**src/rtl/jac_pkg.sv**
```systemverilog
// Shared types and constants for the joystick axis conditioner.
`default_nettype none
package jac_pkg;

    localparam int RAW_W = 12;   // ADC sample and center width
    localparam int OUT_W = 13;   // signed result width
    localparam int DIV_W = 13;   // divisor magnitude width (up to 4096)
    localparam int CFG_W = 13;   // config write data width
    localparam int IDX_W = 3;    // config register index width

    typedef enum logic [1:0] {
        OP_SIMPLE  = 2'd0,
        OP_GAMEPAD = 2'd1,
        OP_MOUSE   = 2'd2,
        OP_NONE    = 2'd3
    } op_t;

    typedef struct packed {
        logic [RAW_W-1:0]        rest_x;
        logic [RAW_W-1:0]        rest_y;
        logic [RAW_W-1:0]        deadzone_x;
        logic [RAW_W-1:0]        deadzone_y;
        logic signed [CFG_W-1:0] span_x_neg;
        logic [RAW_W-1:0]        span_x_pos;
        logic signed [CFG_W-1:0] span_y_neg;
        logic [RAW_W-1:0]        span_y_pos;
    } cfg_t;

    // Side data that rides along the divider chain.
    typedef struct packed {
        logic                    scaled;   // gamepad result comes from divider
        logic                    neg_x;    // negate x quotient
        logic                    neg_y;
        logic                    dzero_x;  // x divisor is zero
        logic                    dzero_y;
        logic signed [OUT_W-1:0] byp_x;    // result when not scaled
        logic signed [OUT_W-1:0] byp_y;
    } side_t;

endpackage
`default_nettype wire

```
**src/rtl/jac_prep.sv**
```systemverilog
// Centering, deadzone test and divider operand setup, two pipeline stages.
`default_nettype none
module jac_prep #(
    parameter int ADC_BITS      = 12,
    parameter int GAMEPAD_LIMIT = 127,
    parameter int MOUSE_LIMIT   = 2047,
    parameter int DW            = 19
) (
    input  wire logic                          aclk,
    input  wire logic                          aresetn,
    input  wire jac_pkg::cfg_t                 cfg,
    input  wire logic                          in_valid,
    output logic                               in_ready,
    input  wire jac_pkg::op_t                  in_opcode,
    input  wire logic [jac_pkg::RAW_W-1:0]     in_raw_x,
    input  wire logic [jac_pkg::RAW_W-1:0]     in_raw_y,
    output logic                               out_valid,
    input  wire logic                          out_ready,
    output jac_pkg::side_t                     out_side,
    output logic [DW-1:0]                      out_dvd_x,
    output logic [jac_pkg::DIV_W-1:0]          out_div_x,
    output logic [DW-1:0]                      out_dvd_y,
    output logic [jac_pkg::DIV_W-1:0]          out_div_y
);
    import jac_pkg::*;

    localparam int RAW_KEEP = (ADC_BITS < RAW_W) ? ADC_BITS : RAW_W;
    localparam logic [RAW_W-1:0] RAW_MASK = RAW_W'((32'd1 << RAW_KEEP) - 32'd1);
    localparam int LW = $clog2(GAMEPAD_LIMIT + 1);
    localparam logic [LW-1:0] LIM = LW'(GAMEPAD_LIMIT);
    localparam int MW = 17;
    localparam logic signed [MW-1:0] MHI = MW'(MOUSE_LIMIT);
    localparam logic signed [MW-1:0] MLO = -MHI - MW'(1);

    // stage 1: centered samples
    logic                    p1_valid_reg;
    logic                    p1_ready;
    op_t                     op_reg;
    logic signed [OUT_W-1:0] x_reg, y_reg;
    logic signed [OUT_W-1:0] x_next, y_next;

    // stage 2
    logic                    p2_ready;
    logic signed [OUT_W-1:0] negx, negy;
    logic [RAW_W-1:0]        mag_x, mag_y;
    logic                    in_x, in_y, box, pos_x, pos_y;
    logic signed [CFG_W-1:0] nsx, nsy;
    logic [DIV_W-1:0]        div_x, div_y;
    logic signed [MW-1:0]    mv_x, mv_y;
    logic signed [MW-1:0]    mc_x, mc_y;
    side_t                   side_next;

    assign p2_ready = !out_valid || out_ready;
    assign p1_ready = !p1_valid_reg || p2_ready;
    assign in_ready = p1_ready;

    assign x_next = $signed({1'b0, in_raw_x & RAW_MASK}) - $signed({1'b0, cfg.rest_x});
    assign y_next = $signed({1'b0, in_raw_y & RAW_MASK}) - $signed({1'b0, cfg.rest_y});

    always_ff @(posedge aclk) begin
        if (!aresetn) begin
            p1_valid_reg <= 1'b0;
        end else if (p1_ready) begin
            p1_valid_reg <= in_valid;
        end
        if (p1_ready && in_valid) begin
            op_reg <= in_opcode;
            x_reg  <= x_next;
            y_reg  <= y_next;
        end
    end

    always_comb begin
        negx  = -x_reg;
        negy  = -y_reg;
        mag_x = x_reg[OUT_W-1] ? negx[RAW_W-1:0] : x_reg[RAW_W-1:0];
        mag_y = y_reg[OUT_W-1] ? negy[RAW_W-1:0] : y_reg[RAW_W-1:0];
        in_x  = mag_x < cfg.deadzone_x;
        in_y  = mag_y < cfg.deadzone_y;
        box   = in_x && in_y;
        pos_x = !x_reg[OUT_W-1] && (x_reg != '0);
        pos_y = !y_reg[OUT_W-1] && (y_reg != '0);

        nsx   = -cfg.span_x_neg;
        nsy   = -cfg.span_y_neg;
        // magnitude of the chosen divisor; -4096 negates to 4096 unsigned
        div_x = pos_x ? {1'b0, cfg.span_x_pos}
                      : (cfg.span_x_neg[CFG_W-1] ? DIV_W'(nsx) : DIV_W'(cfg.span_x_neg));
        div_y = pos_y ? {1'b0, cfg.span_y_pos}
                      : (cfg.span_y_neg[CFG_W-1] ? DIV_W'(nsy) : DIV_W'(cfg.span_y_neg));

        mv_x = box ? '0 : {{(MW-OUT_W){negx[OUT_W-1]}}, negx};
        mv_y = box ? '0 : {{(MW-OUT_W){negy[OUT_W-1]}}, negy};
        mc_x = (mv_x > MHI) ? MHI : ((mv_x < MLO) ? MLO : mv_x);
        mc_y = (mv_y > MHI) ? MHI : ((mv_y < MLO) ? MLO : mv_y);

        side_next         = '0;
        side_next.neg_x   = pos_x || (!cfg.span_x_neg[CFG_W-1] && (cfg.span_x_neg != '0));
        side_next.neg_y   = pos_y || (!cfg.span_y_neg[CFG_W-1] && (cfg.span_y_neg != '0));
        side_next.dzero_x = (div_x == '0);
        side_next.dzero_y = (div_y == '0);
        unique case (op_reg)
            OP_SIMPLE: begin
                side_next.byp_x = in_x ? '0 : negx;
                side_next.byp_y = in_y ? '0 : negy;
            end
            OP_GAMEPAD: begin
                side_next.scaled = !box;
            end
            OP_MOUSE: begin
                side_next.byp_x = mc_x[OUT_W-1:0];
                side_next.byp_y = mc_y[OUT_W-1:0];
            end
            default: begin
                side_next.byp_x = '0;
                side_next.byp_y = '0;
            end
        endcase
    end

    always_ff @(posedge aclk) begin
        if (!aresetn) begin
            out_valid <= 1'b0;
        end else if (p2_ready) begin
            out_valid <= p1_valid_reg;
        end
        if (p2_ready && p1_valid_reg) begin
            out_side  <= side_next;
            out_dvd_x <= DW'(mag_x) * DW'(LIM);
            out_dvd_y <= DW'(mag_y) * DW'(LIM);
            out_div_x <= div_x;
            out_div_y <= div_y;
        end
    end

endmodule
`default_nettype wire

```
**src/rtl/jac_div_cell.sv**
```systemverilog
// One restoring-division cell: one quotient bit per axis per word.
`default_nettype none
module jac_div_cell #(
    parameter int DW = 19,
    parameter int DV = 13
) (
    input  wire logic           aclk,
    input  wire logic           aresetn,
    input  wire logic           in_valid,
    output logic                in_ready,
    input  wire jac_pkg::side_t in_side,
    input  wire logic [DV-1:0]  in_rem_x,
    input  wire logic [DW-1:0]  in_aq_x,
    input  wire logic [DV-1:0]  in_div_x,
    input  wire logic [DV-1:0]  in_rem_y,
    input  wire logic [DW-1:0]  in_aq_y,
    input  wire logic [DV-1:0]  in_div_y,
    output logic                out_valid,
    input  wire logic           out_ready,
    output jac_pkg::side_t      out_side,
    output logic [DV-1:0]       out_rem_x,
    output logic [DW-1:0]       out_aq_x,
    output logic [DV-1:0]       out_div_x,
    output logic [DV-1:0]       out_rem_y,
    output logic [DW-1:0]       out_aq_y,
    output logic [DV-1:0]       out_div_y
);
    import jac_pkg::*;

    logic [DV:0]   trial_x, trial_y;
    logic [DV:0]   diff_x, diff_y;
    logic          ge_x, ge_y;

    assign in_ready = !out_valid || out_ready;

    // aq shifts the dividend out at the top and the quotient in at the bottom
    always_comb begin
        trial_x = {in_rem_x, in_aq_x[DW-1]};
        trial_y = {in_rem_y, in_aq_y[DW-1]};
        diff_x  = trial_x - {1'b0, in_div_x};
        diff_y  = trial_y - {1'b0, in_div_y};
        ge_x    = trial_x >= {1'b0, in_div_x};
        ge_y    = trial_y >= {1'b0, in_div_y};
    end

    always_ff @(posedge aclk) begin
        if (!aresetn) begin
            out_valid <= 1'b0;
        end else if (in_ready) begin
            out_valid <= in_valid;
        end
        if (in_ready && in_valid) begin
            out_side  <= in_side;
            out_rem_x <= ge_x ? diff_x[DV-1:0] : trial_x[DV-1:0];
            out_rem_y <= ge_y ? diff_y[DV-1:0] : trial_y[DV-1:0];
            out_aq_x  <= {in_aq_x[DW-2:0], ge_x};
            out_aq_y  <= {in_aq_y[DW-2:0], ge_y};
            out_div_x <= in_div_x;
            out_div_y <= in_div_y;
        end
    end

endmodule
`default_nettype wire

```
**src/rtl/jac_skid.sv**
```systemverilog
// Two-entry output skid buffer feeding the result stream.
`default_nettype none
module jac_skid #(
    parameter int W = 26
) (
    input  wire logic         aclk,
    input  wire logic         aresetn,
    input  wire logic         in_valid,
    output logic              in_ready,
    input  wire logic [W-1:0] in_data,
    output logic              out_valid,
    input  wire logic         out_ready,
    output logic [W-1:0]      out_data
);
    logic         main_valid_reg;
    logic [W-1:0] main_data_reg;
    logic         spare_valid_reg;
    logic [W-1:0] spare_data_reg;

    assign in_ready  = !spare_valid_reg;
    assign out_valid = main_valid_reg;
    assign out_data  = main_data_reg;

    always_ff @(posedge aclk) begin
        if (!aresetn) begin
            main_valid_reg  <= 1'b0;
            spare_valid_reg <= 1'b0;
        end else if (!main_valid_reg || out_ready) begin
            if (spare_valid_reg) begin
                main_valid_reg  <= 1'b1;
                main_data_reg   <= spare_data_reg;
                spare_valid_reg <= 1'b0;
            end else begin
                main_valid_reg <= in_valid;
                main_data_reg  <= in_data;
            end
        end else if (in_valid && in_ready) begin
            spare_valid_reg <= 1'b1;
            spare_data_reg  <= in_data;
        end
    end

    a_spare_needs_main: assert property (@(posedge aclk) disable iff (!aresetn)
        spare_valid_reg |-> main_valid_reg)
        else $error("skid spare holds a word while main is empty");

    a_spare_only_on_stall: assert property (@(posedge aclk) disable iff (!aresetn)
        $rose(spare_valid_reg) |-> $past(main_valid_reg && !out_ready))
        else $error("skid spare filled without an output stall");

    a_spare_moves_up: assert property (@(posedge aclk) disable iff (!aresetn)
        (spare_valid_reg && out_ready) |=> (main_valid_reg && !spare_valid_reg))
        else $error("skid spare word not promoted after output handshake");

endmodule
`default_nettype wire

```
**src/rtl/joystick_axis_conditioner_unit.sv**
```systemverilog
// Top level: config registers, prep stages, divider cell chain, clamp and skid.
//
//  channel   direction  handshake            payload
//  s_*       in         s_tvalid / s_tready  s_tdata: opcode, raw_x, raw_y
//  m_*       out        m_tvalid / m_tready  m_tdata: out_x, out_y
//  cfg_*     in         cfg_valid/cfg_ready  cfg_index, cfg_data
//
// One word per cycle sustained while m_tready stays high. Words pass through two
// prep stages, one restoring-divider cell per quotient bit and the output skid,
// with DW = clog2(GAMEPAD_LIMIT+1) + 12. Reset clears all valid flags and
// loads the calibration defaults. A stalled stage holds while later ones
// still drain; the output skid takes one more word while m_tready is low.
`default_nettype none
module joystick_axis_conditioner_unit #(
    parameter int ADC_BITS      = 12,
    parameter int GAMEPAD_LIMIT = 127,
    parameter int MOUSE_LIMIT   = 2047
) (
    input  wire logic                        aclk,
    input  wire logic                        aresetn,
    input  wire logic                        s_tvalid,
    output logic                             s_tready,
    input  wire logic [31:0]                 s_tdata,   // opcode[1:0], raw_x[13:2], raw_y[25:14]
    output logic                             m_tvalid,
    input  wire logic                        m_tready,
    output logic [31:0]                      m_tdata,   // out_x[12:0], out_y[25:13]
    input  wire logic                        cfg_valid,
    output logic                             cfg_ready,
    input  wire logic [jac_pkg::IDX_W-1:0]   cfg_index,
    input  wire logic [jac_pkg::CFG_W-1:0]   cfg_data
);
    import jac_pkg::*;

    localparam int LW = $clog2(GAMEPAD_LIMIT + 1);
    localparam int DW = LW + RAW_W;
    localparam logic [DW-1:0] LIM_DW = DW'(GAMEPAD_LIMIT);
    localparam int SW = 2 * OUT_W;

    localparam logic [IDX_W-1:0] REG_REST_X     = 3'd0;
    localparam logic [IDX_W-1:0] REG_REST_Y     = 3'd1;
    localparam logic [IDX_W-1:0] REG_DEADZONE_X = 3'd2;
    localparam logic [IDX_W-1:0] REG_DEADZONE_Y = 3'd3;
    localparam logic [IDX_W-1:0] REG_SPAN_X_NEG = 3'd4;
    localparam logic [IDX_W-1:0] REG_SPAN_X_POS = 3'd5;
    localparam logic [IDX_W-1:0] REG_SPAN_Y_NEG = 3'd6;
    localparam logic [IDX_W-1:0] REG_SPAN_Y_POS = 3'd7;

    cfg_t cfg_reg;

    assign cfg_ready = 1'b1;

    always_ff @(posedge aclk) begin
        if (!aresetn) begin
            cfg_reg.rest_x     <= RAW_W'(2048);
            cfg_reg.rest_y     <= RAW_W'(2048);
            cfg_reg.deadzone_x <= '0;
            cfg_reg.deadzone_y <= '0;
            cfg_reg.span_x_neg <= -CFG_W'(2048);
            cfg_reg.span_x_pos <= RAW_W'(2047);
            cfg_reg.span_y_neg <= -CFG_W'(2048);
            cfg_reg.span_y_pos <= RAW_W'(2047);
        end else if (cfg_valid && cfg_ready) begin
            unique case (cfg_index)
                REG_REST_X:     cfg_reg.rest_x     <= cfg_data[RAW_W-1:0];
                REG_REST_Y:     cfg_reg.rest_y     <= cfg_data[RAW_W-1:0];
                REG_DEADZONE_X: cfg_reg.deadzone_x <= cfg_data[RAW_W-1:0];
                REG_DEADZONE_Y: cfg_reg.deadzone_y <= cfg_data[RAW_W-1:0];
                REG_SPAN_X_NEG: cfg_reg.span_x_neg <= $signed(cfg_data);
                REG_SPAN_X_POS: cfg_reg.span_x_pos <= cfg_data[RAW_W-1:0];
                REG_SPAN_Y_NEG: cfg_reg.span_y_neg <= $signed(cfg_data);
                REG_SPAN_Y_POS: cfg_reg.span_y_pos <= cfg_data[RAW_W-1:0];
                default: ;
            endcase
        end
    end

    // chain links: index 0 is the prep output, index DW the last cell output
    logic [DW:0]      vld;
    logic [DW:0]      rdy;
    side_t            side   [DW+1];
    logic [DIV_W-1:0] rem_x  [DW+1];
    logic [DIV_W-1:0] rem_y  [DW+1];
    logic [DW-1:0]    aq_x   [DW+1];
    logic [DW-1:0]    aq_y   [DW+1];
    logic [DIV_W-1:0] dv_x   [DW+1];
    logic [DIV_W-1:0] dv_y   [DW+1];

    assign rem_x[0] = '0;
    assign rem_y[0] = '0;

    jac_prep #(
        .ADC_BITS      (ADC_BITS),
        .GAMEPAD_LIMIT (GAMEPAD_LIMIT),
        .MOUSE_LIMIT   (MOUSE_LIMIT),
        .DW            (DW)
    ) u_prep (
        .aclk      (aclk),
        .aresetn   (aresetn),
        .cfg       (cfg_reg),
        .in_valid  (s_tvalid),
        .in_ready  (s_tready),
        .in_opcode (op_t'(s_tdata[1:0])),
        .in_raw_x  (s_tdata[13:2]),
        .in_raw_y  (s_tdata[25:14]),
        .out_valid (vld[0]),
        .out_ready (rdy[0]),
        .out_side  (side[0]),
        .out_dvd_x (aq_x[0]),
        .out_div_x (dv_x[0]),
        .out_dvd_y (aq_y[0]),
        .out_div_y (dv_y[0])
    );

    for (genvar i = 0; i < DW; i++) begin : g_cell
        jac_div_cell #(
            .DW (DW),
            .DV (DIV_W)
        ) u_cell (
            .aclk      (aclk),
            .aresetn   (aresetn),
            .in_valid  (vld[i]),
            .in_ready  (rdy[i]),
            .in_side   (side[i]),
            .in_rem_x  (rem_x[i]),
            .in_aq_x   (aq_x[i]),
            .in_div_x  (dv_x[i]),
            .in_rem_y  (rem_y[i]),
            .in_aq_y   (aq_y[i]),
            .in_div_y  (dv_y[i]),
            .out_valid (vld[i+1]),
            .out_ready (rdy[i+1]),
            .out_side  (side[i+1]),
            .out_rem_x (rem_x[i+1]),
            .out_aq_x  (aq_x[i+1]),
            .out_div_x (dv_x[i+1]),
            .out_rem_y (rem_y[i+1]),
            .out_aq_y  (aq_y[i+1]),
            .out_div_y (dv_y[i+1])
        );
    end

    // clamp quotient magnitude to the limit, apply sign, pick bypass result
    logic [DW-1:0]           qm_x, qm_y;
    logic signed [DW:0]      qs_x, qs_y;
    logic signed [OUT_W-1:0] res_x, res_y;
    side_t                   tail;

    always_comb begin
        tail = side[DW];
        qm_x = (aq_x[DW] > LIM_DW) ? LIM_DW : aq_x[DW];
        qm_y = (aq_y[DW] > LIM_DW) ? LIM_DW : aq_y[DW];
        qs_x = tail.neg_x ? -$signed({1'b0, qm_x}) : $signed({1'b0, qm_x});
        qs_y = tail.neg_y ? -$signed({1'b0, qm_y}) : $signed({1'b0, qm_y});
        if (tail.scaled) begin
            res_x = tail.dzero_x ? '0 : qs_x[OUT_W-1:0];
            res_y = tail.dzero_y ? '0 : qs_y[OUT_W-1:0];
        end else begin
            res_x = tail.byp_x;
            res_y = tail.byp_y;
        end
    end

    logic [SW-1:0] skid_out;

    jac_skid #(
        .W (SW)
    ) u_skid (
        .aclk      (aclk),
        .aresetn   (aresetn),
        .in_valid  (vld[DW]),
        .in_ready  (rdy[DW]),
        .in_data   ({res_y, res_x}),
        .out_valid (m_tvalid),
        .out_ready (m_tready),
        .out_data  (skid_out)
    );

    assign m_tdata = {(32 - SW)'(0), skid_out};

endmodule
`default_nettype wire

```
**config.mk**
```make
export PLATFORM = sky130hd
export DESIGN_NAME = joystick_axis_conditioner_unit
export DESIGN_NICKNAME = d
export VERILOG_FILES = /design/src/rtl/jac_pkg.sv /design/src/rtl/jac_prep.sv /design/src/rtl/jac_div_cell.sv /design/src/rtl/jac_skid.sv /design/src/rtl/joystick_axis_conditioner_unit.sv
export SDC_FILE = /design/constraint.sdc
export NUM_CORES = 2
export LEC_CHECK = 0
export ABC_AREA = 1
export CAP_MARGIN = 20
export CORE_MARGIN = 4
export CORE_UTILIZATION = 63
export CTS_CLUSTER_DIAMETER = 50
export DETAILED_ROUTE_END_ITERATION = 10
export DONT_BUFFER_PORTS = 1
export GPL_TIMING_DRIVEN = 0
export PLACE_DENSITY = 0.79
export RECOVER_POWER = 50
export REMOVE_ABC_BUFFERS = 1
export SYNTH_ARGS = -nofsm -noshare
export SYNTH_HDL_FRONTEND = slang
export SYNTH_SLANG_ARGS = --single-unit
```
**constraint.sdc**
```tcl
create_clock -name aclk -period 9.25 [get_ports aclk]
set_clock_uncertainty 0.15 [all_clocks]
set_input_delay 0.4625 -clock aclk [delete_from_list [all_inputs] [get_ports aclk]]
set_output_delay 0.4625 -clock aclk [all_outputs]
set_load 0.05 [all_outputs]
```
Word level (Yosys, flattened, before mapping)
Index checks and enable logic that the tools add are counted.
Word-level totals
  word-level logic and storage cells: 554
  latch bits: 0
  RAM bits: 0
  input bits: 53
  memory bits (read-only): 0
  memories: 0
  output and inout bits: 35
  bits in registers: 2543
Cells by class
  multiply operators: 2
  divide/modulo/power cells: 0
  shift operators: 0
  equality and inequality tests: 9
  $lt $le $gt $ge: 46
  bitwise logic cells: 2
  multiplexer cells: 61
  $add $sub $neg: 44
  reduce and logical (&&, ||, !) cells: 98
Operator list (count)
  2-to-1 mux 13 bit: 52
  >= comparator 14 x 13 -> 1 bit: 36
  subtractor 13 bit: 34
  negation 13 bit: 6
  one-hot mux 26 bit (2 select lines): 1
  nonzero test 13 bit: 4
  greater-than comparator 19 x 7 -> 1 bit, second input constant: 2
  multiplier 12 x 7 -> 19 bit, second input constant: 2
  greater-than comparator 17 x 12 -> 1 bit, second input constant: 2
  < comparator 17 x 12 -> 1 bit, second input constant: 2
  2-to-1 mux 17 bit: 2
  logical NOT 1 bit: 28
  logical AND 1 bit: 27
  >= comparator 1 x 13 -> 1 bit: 2
  logical NOT 13 bit: 2
  2-to-1 mux 26 bit: 1
  subtractor 1 x 13 -> 13 bit: 2
  subtractor 12 x 12 -> 13 bit: 2
  logical OR 1 bit: 24
  < comparator 12 bit: 2
  2-to-1 mux 12 bit: 2
  AND reduction 2 bit: 9
  equality test 3 bit, second input constant: 4
  equality test 3 x 2 -> 1 bit, second input constant: 2
  9 further kinds: 12

Depth between registers and ports, before layout
  depth in word-level cells: 23
  mapped depth: 31

Cells and area by module
Synthesis repeated with hierarchy kept, for this count alone.
Unflattened totals
  cells, all modules: 12684
  area total of the unflattened synthesis: 132499.6 um^2
By module, submodules not included
  jac_div_cell at g_cell[0].u_cell ...: times used 12, area an instance 5989.5 um^2, cells each 556
  jac_div_cell at g_cell[15].u_cell ...: times used 7, area an instance 6070.8 um^2, cells each 558
  jac_prep: times used 1, area an instance 11649.9 um^2, cells each 1313
  joystick_axis_conditioner_unit: times used 1, area an instance 4460.5 um^2, cells each 646
  jac_skid: times used 1, area an instance 2019.4 um^2, cells each 147

Least setup slack after synthesis
No wires, ideal clock.
  path kind: register to register
  start point: register u_skid.spare_valid_reg
  end point: register g_cell[3].u_cell.out_aq_x[0], enable pin
  data arrival time: 6.897 ns
  path buffers: 1
  required time: 8.459 ns
  setup slack: 1.562 ns
  cell stages (with the launch flop): 13
  clock period less this slack: 7.688 ns
  cells stage by stage: dfxtp_1 > buf_6 > nand2_4 > nor2_4 > nand4_4 > nor2_4 > nand4_4 > nor2_4 > nand2_1 > nor2_1 > nand3_1 > nor2_2 > a21oi_1
On the way
  cells in the longest elaborated chain, start to end: 18
Ends and longest elaborated chain
  start: declaration: line jac_skid.sv:17  | logic spare_valid_reg;
  start signal: assignment: line jac_skid.sv:27  | spare_valid_reg <= 1'b0;
  start signal: assignment: line jac_skid.sv:32  | spare_valid_reg <= 1'b0;
  start signal: assignment: line jac_skid.sv:38  | spare_valid_reg <= 1'b1;
  logical NOT 1 bit: line jac_skid.sv:20  | assign in_ready = !spare_valid_reg;
  logical OR 1 bit (16 in series): line jac_div_cell.sv:34  | assign in_ready = !out_valid || out_ready;
  logical AND 1 bit: line jac_div_cell.sv:52  | if (in_ready && in_valid) begin
  end signal: assignment: line jac_div_cell.sv:56  | out_aq_x <= {in_aq_x[DW-2:0], ge_x};
  end: declaration: line jac_div_cell.sv:22  | output logic [DW-1:0] out_aq_x,
Every way passes these cells.
A chain may end at the register's enable or synchronous reset.

Worst setup path in the final report
  start point: register u_prep.x_reg[0]
  end point: register u_prep.out_dvd_x[18] (data pin)
On the way
  cells in the longest elaborated chain, start to end: 3
Ends and longest elaborated chain
  start: declaration: line jac_prep.sv:39  | logic signed [OUT_W-1:0] x_reg, y_reg;
  start signal: assignment: line jac_prep.sv:68  | x_reg <= x_next;
  negation 13 bit: line jac_prep.sv:74  | negx = -x_reg;
  2-to-1 mux 12 bit (*): line jac_prep.sv:76  | mag_x = x_reg[OUT_W-1] ? negx[RAW_W-1:0] : x_reg[RAW_W-1:0];
  multiplier 12 x 7 -> 19 bit (*): line jac_prep.sv:129  | out_dvd_x <= DW'(mag_x) * DW'(LIM);
  end signal: assignment: line jac_prep.sv:129
  end: declaration: line jac_prep.sv:20  | output logic [DW-1:0] out_dvd_x,
Every way passes the cells marked *; elsewhere a longest branch is shown, timed or not.

==> results.sh <==
export IMPL_clk_latency_ps=910
export IMPL_drcViolationCount=0
export IMPL_critPathCapture="u_prep.out_dvd_x[18]$_DFFE_PP_"
export IMPL_grt_pass1_vias=65700
export IMPL_largest_reg_flops=589
export IMPL_critPathMaxFanout=8
export IMPL_powerDensity_mw_per_mm2=231
export IMPL_synth_seq_cells=2543
export IMPL_utilization_pct=71.0
export IMPL_cts_clk_slew_worst_paths_ps=60
export IMPL_coreArea_mm2=0.175
export IMPL_grt_max_degree=99
export IMPL_dpl_cell_area_mm2=0.115
export IMPL_path_cells="inv_1, ha_1, nand3_2, nor2_1, nand3_2, nor2_4, nand2_1, xor2_1, o21ai_0, inv_1, fa_1, fa_1, inv_1, fa_1, fa_1, inv_1, ha_1, nand2_1, o21ai_0, a21boi_0, o21ai_0, xor2_1"
export IMPL_synth_edf_count=2422
export IMPL_layout_nets=9716
export IMPL_r2r_setup_slack_ps=1920
export IMPL_syn_area_per_cell_um2=12.9
export IMPL_ctsResizeCount=0
export IMPL_postCtsSetupBuffers=0
export IMPL_wire_per_inst_um=18.6
export IMPL_gp_congestion=0.943
export IMPL_ant_nets=0
export IMPL_top_register="g_cell.u_cell.out_side"
export IMPL_gr_usage_all_layers_pct=23.0
export IMPL_synth_distinct_cells=61
export IMPL_startpoint="u_prep.x_reg[0]$_DFFE_PP_"
export IMPL_p_leak_uw=0.0475
export IMPL_final_common_cell="edfxtp_1"
export IMPL_io_buffers=0
export IMPL_status="finished with violations"
export IMPL_yosysWarnings=0
export IMPL_antenna_found_initial=4
export IMPL_async_flop_share_pct=0
export IMPL_finalSetupViolCount=0
export IMPL_cts_hold_buf=86
export IMPL_dp_hpwl_mm=137
export IMPL_htreeDepth=5
export IMPL_place_inst=10900
export IMPL_worstReg2RegStart="u_prep.x_reg[0]$_DFFE_PP_"
export IMPL_hold_violations=0
export IMPL_areaGrowthSynthToFinish_pct=11.5
export IMPL_synth_cells=8658
export IMPL_crit_slowest_cell="o21ai_0"
export IMPL_maxCapViolations=18
export IMPL_drt_initial_drc_count=5199
export IMPL_violations="capacitance limit, slew limit"
export IMPL_num_io_pins=88
export IMPL_mostFrequentLayoutCells="2422 x edfxtp_1, 1064 x inv_1, 940 x nand2_1"
export IMPL_whs_ps=85.1
export IMPL_wirelength_mm=213
export IMPL_ys_flop_type="edfxtp_1"
export IMPL_design_area_mm2=0.124
export IMPL_rsz0062_at_grt="false"
export IMPL_period_share_pct=79.3
export IMPL_grt_pass1_wl_mm=341
export IMPL_tns_ps=0
export IMPL_cts_buffers=277
export IMPL_root_buffer="clkbuf_16"
export IMPL_rows=153
export IMPL_die_w_um=428
export IMPL_cp_required_ps=9710
export IMPL_routed_via_density=5.64
export IMPL_finalMaxSlewViolations=717
export IMPL_worst_slew_pin_slew_ps=4650
export IMPL_die_h_um=428
export IMPL_drtPass1Iterations=6
export IMPL_top_regs="g_cell.u_cell.out_side (589), g_cell.u_cell.out_aq_x (361), g_cell.u_cell.out_aq_y (361)"
export IMPL_clock_path_buffers=4
export IMPL_seq_area_frac_synth_pct=67.5
export IMPL_period_needed_ps=7330
export IMPL_start_util_pct=63.7
export IMPL_cts_sinks=2543
export IMPL_fill_cells=10800
export IMPL_vias=64800
export IMPL_endpoint_kind="flop"
export IMPL_layout_cells_non_filler=11500
export IMPL_grt_overflow=0
export IMPL_min_path_type="input port to flop"
export IMPL_die_area_mm2=0.183
export IMPL_max_stage_delay_ps=760
export IMPL_drive_gt1_share_pct=6.53
export IMPL_r2r_end="u_prep.out_dvd_x[18]$_DFFE_PP_"
export IMPL_worstSetupPathType="flop to flop"
export IMPL_reg2reg_depth=22
export IMPL_netlist_area_mm2=0.111
export IMPL_critPathLaunchType="flop"
export IMPL_tritoncts="built"
export IMPL_max_slew_margin_pct=-210
export IMPL_fmax_mhz=136
export IMPL_ir_drop_v=0.000833
export IMPL_arrival_ps=7800
cells in the mapped netlist, types with 7 or more instances:
library cell     n  area, um^2
edfxtp_1      2422       72700
o21ai_0        316        1580
a21oi_1        930        4650
inv_1         1072        4020
inv_2           10        37.5
o211ai_2        17         213
o21ai_1         51         255
xor2_1         252        2210
buf_2           73         365
dfxtp_1        121        2420
nor4_1          49         307
nor3_1          23         115
o211ai_1        12        90.1
nand3_2          7        70.1
a221oi_1        32         280
nand2_1        939        3520
xnor2_1        192        1680
ha_1           595        7440
o21a_1          21         158
fa_1           111        2220
a21o_1          37         278
o2111ai_1       16         140
buf_4           14         105
nand3_1        142         711
o21ai_2         65         569
nand2_2          9        56.3
clkbuf_1        41         154
or2_2           14        87.6
o21bai_1        18         135
a31oi_1         31         194
nor2_1         870        3270
nand4_1         73         457
nand3b_1         8        60.1
cell families after synthesis:
group | after synthesis | share of synthesized area (%)
flip-flops | 2543 | 67.5
AND/OR/NAND/NOR | 2162 | 8.06
AO/OA/AOI/OAI | 1576 | 7.91
buffers and inverters | 1225 | 4.30
adder cells (fa/ha/maj) | 706 | 8.69
XOR/XNOR | 444 | 3.49
other | 2 | 0.00675
area by class of cell:
cell class	instances	area [um^2]	area share (%)
inverters	1088	4110	3.31
clock inverters	146	1340	1.08
clock buffers	327	7350	5.92
well taps	2325	2910	2.34
flip-flops and latches	2543	75200	60.6
multi-input cells	4895	31300	25.3
repair buffers	152	1880	1.51
diodes	3	7.51	0.00605
per-layer routing:
metal	share of wire, %	track usage [%]	wire length, um	up-vias
met5	0	0	0	-
met4	4.4	9.65	9320	0
met3	5.1	3.20	10800	658
met2	53	42.7	113000	2193
met1	37	26.7	79600	30800
li1	-	-	-	31100
worst min-delay path by stage:
stage                                                 startpoint                                 endpoint  slack, ps  cells past startpoint
after floorplan                    u_prep.out_dvd_x[9]$_DFFE_PP_  g_cell[0].u_cell.out_aq_x[10]$_DFFE_PP_        250                      0
after global placement    g_cell[4].u_cell.out_aq_x[7]$_DFFE_PP_   g_cell[5].u_cell.out_aq_x[8]$_DFFE_PP_        250                      0
after detailed placement           u_prep.out_dvd_x[4]$_DFFE_PP_   g_cell[0].u_cell.out_aq_x[5]$_DFFE_PP_        250                      0
after CTS                                              cfg_valid                 cfg_reg[36]$_SDFFE_PN0P_          5                      4
after global routing                                  s_tdata[3]                u_prep.x_reg[3]$_DFFE_PP_         80                      4
final                                                 s_tdata[3]                u_prep.x_reg[3]$_DFFE_PP_         90                      4
metrics by stage:
step	setup WS (ps)	total power, uW
3_3_place_gp	-1800	18200
3_5_place_dp	2010	18300
2_1_floorplan	1460	16700
4_1_cts	1910	29000
6_report	1920	28700
5_1_grt	1420	30000
power by group:
group	internal [uW]	switching [uW]	total (uW)
sequential	13000	99.6	13100
clock	6300	4330	10600
combinational	1790	3200	4990
worst max-delay path, delay by kind of cell (launching register included):
family	cells	cell delay, ps
fa+ha+maj	6	2640
compound gates	4	1620
simple gates	6	830
buf+inv	4	650
xor+xnor	2	610
flops	1	570
No activity file was read; power rests on OpenSTA's default activity.
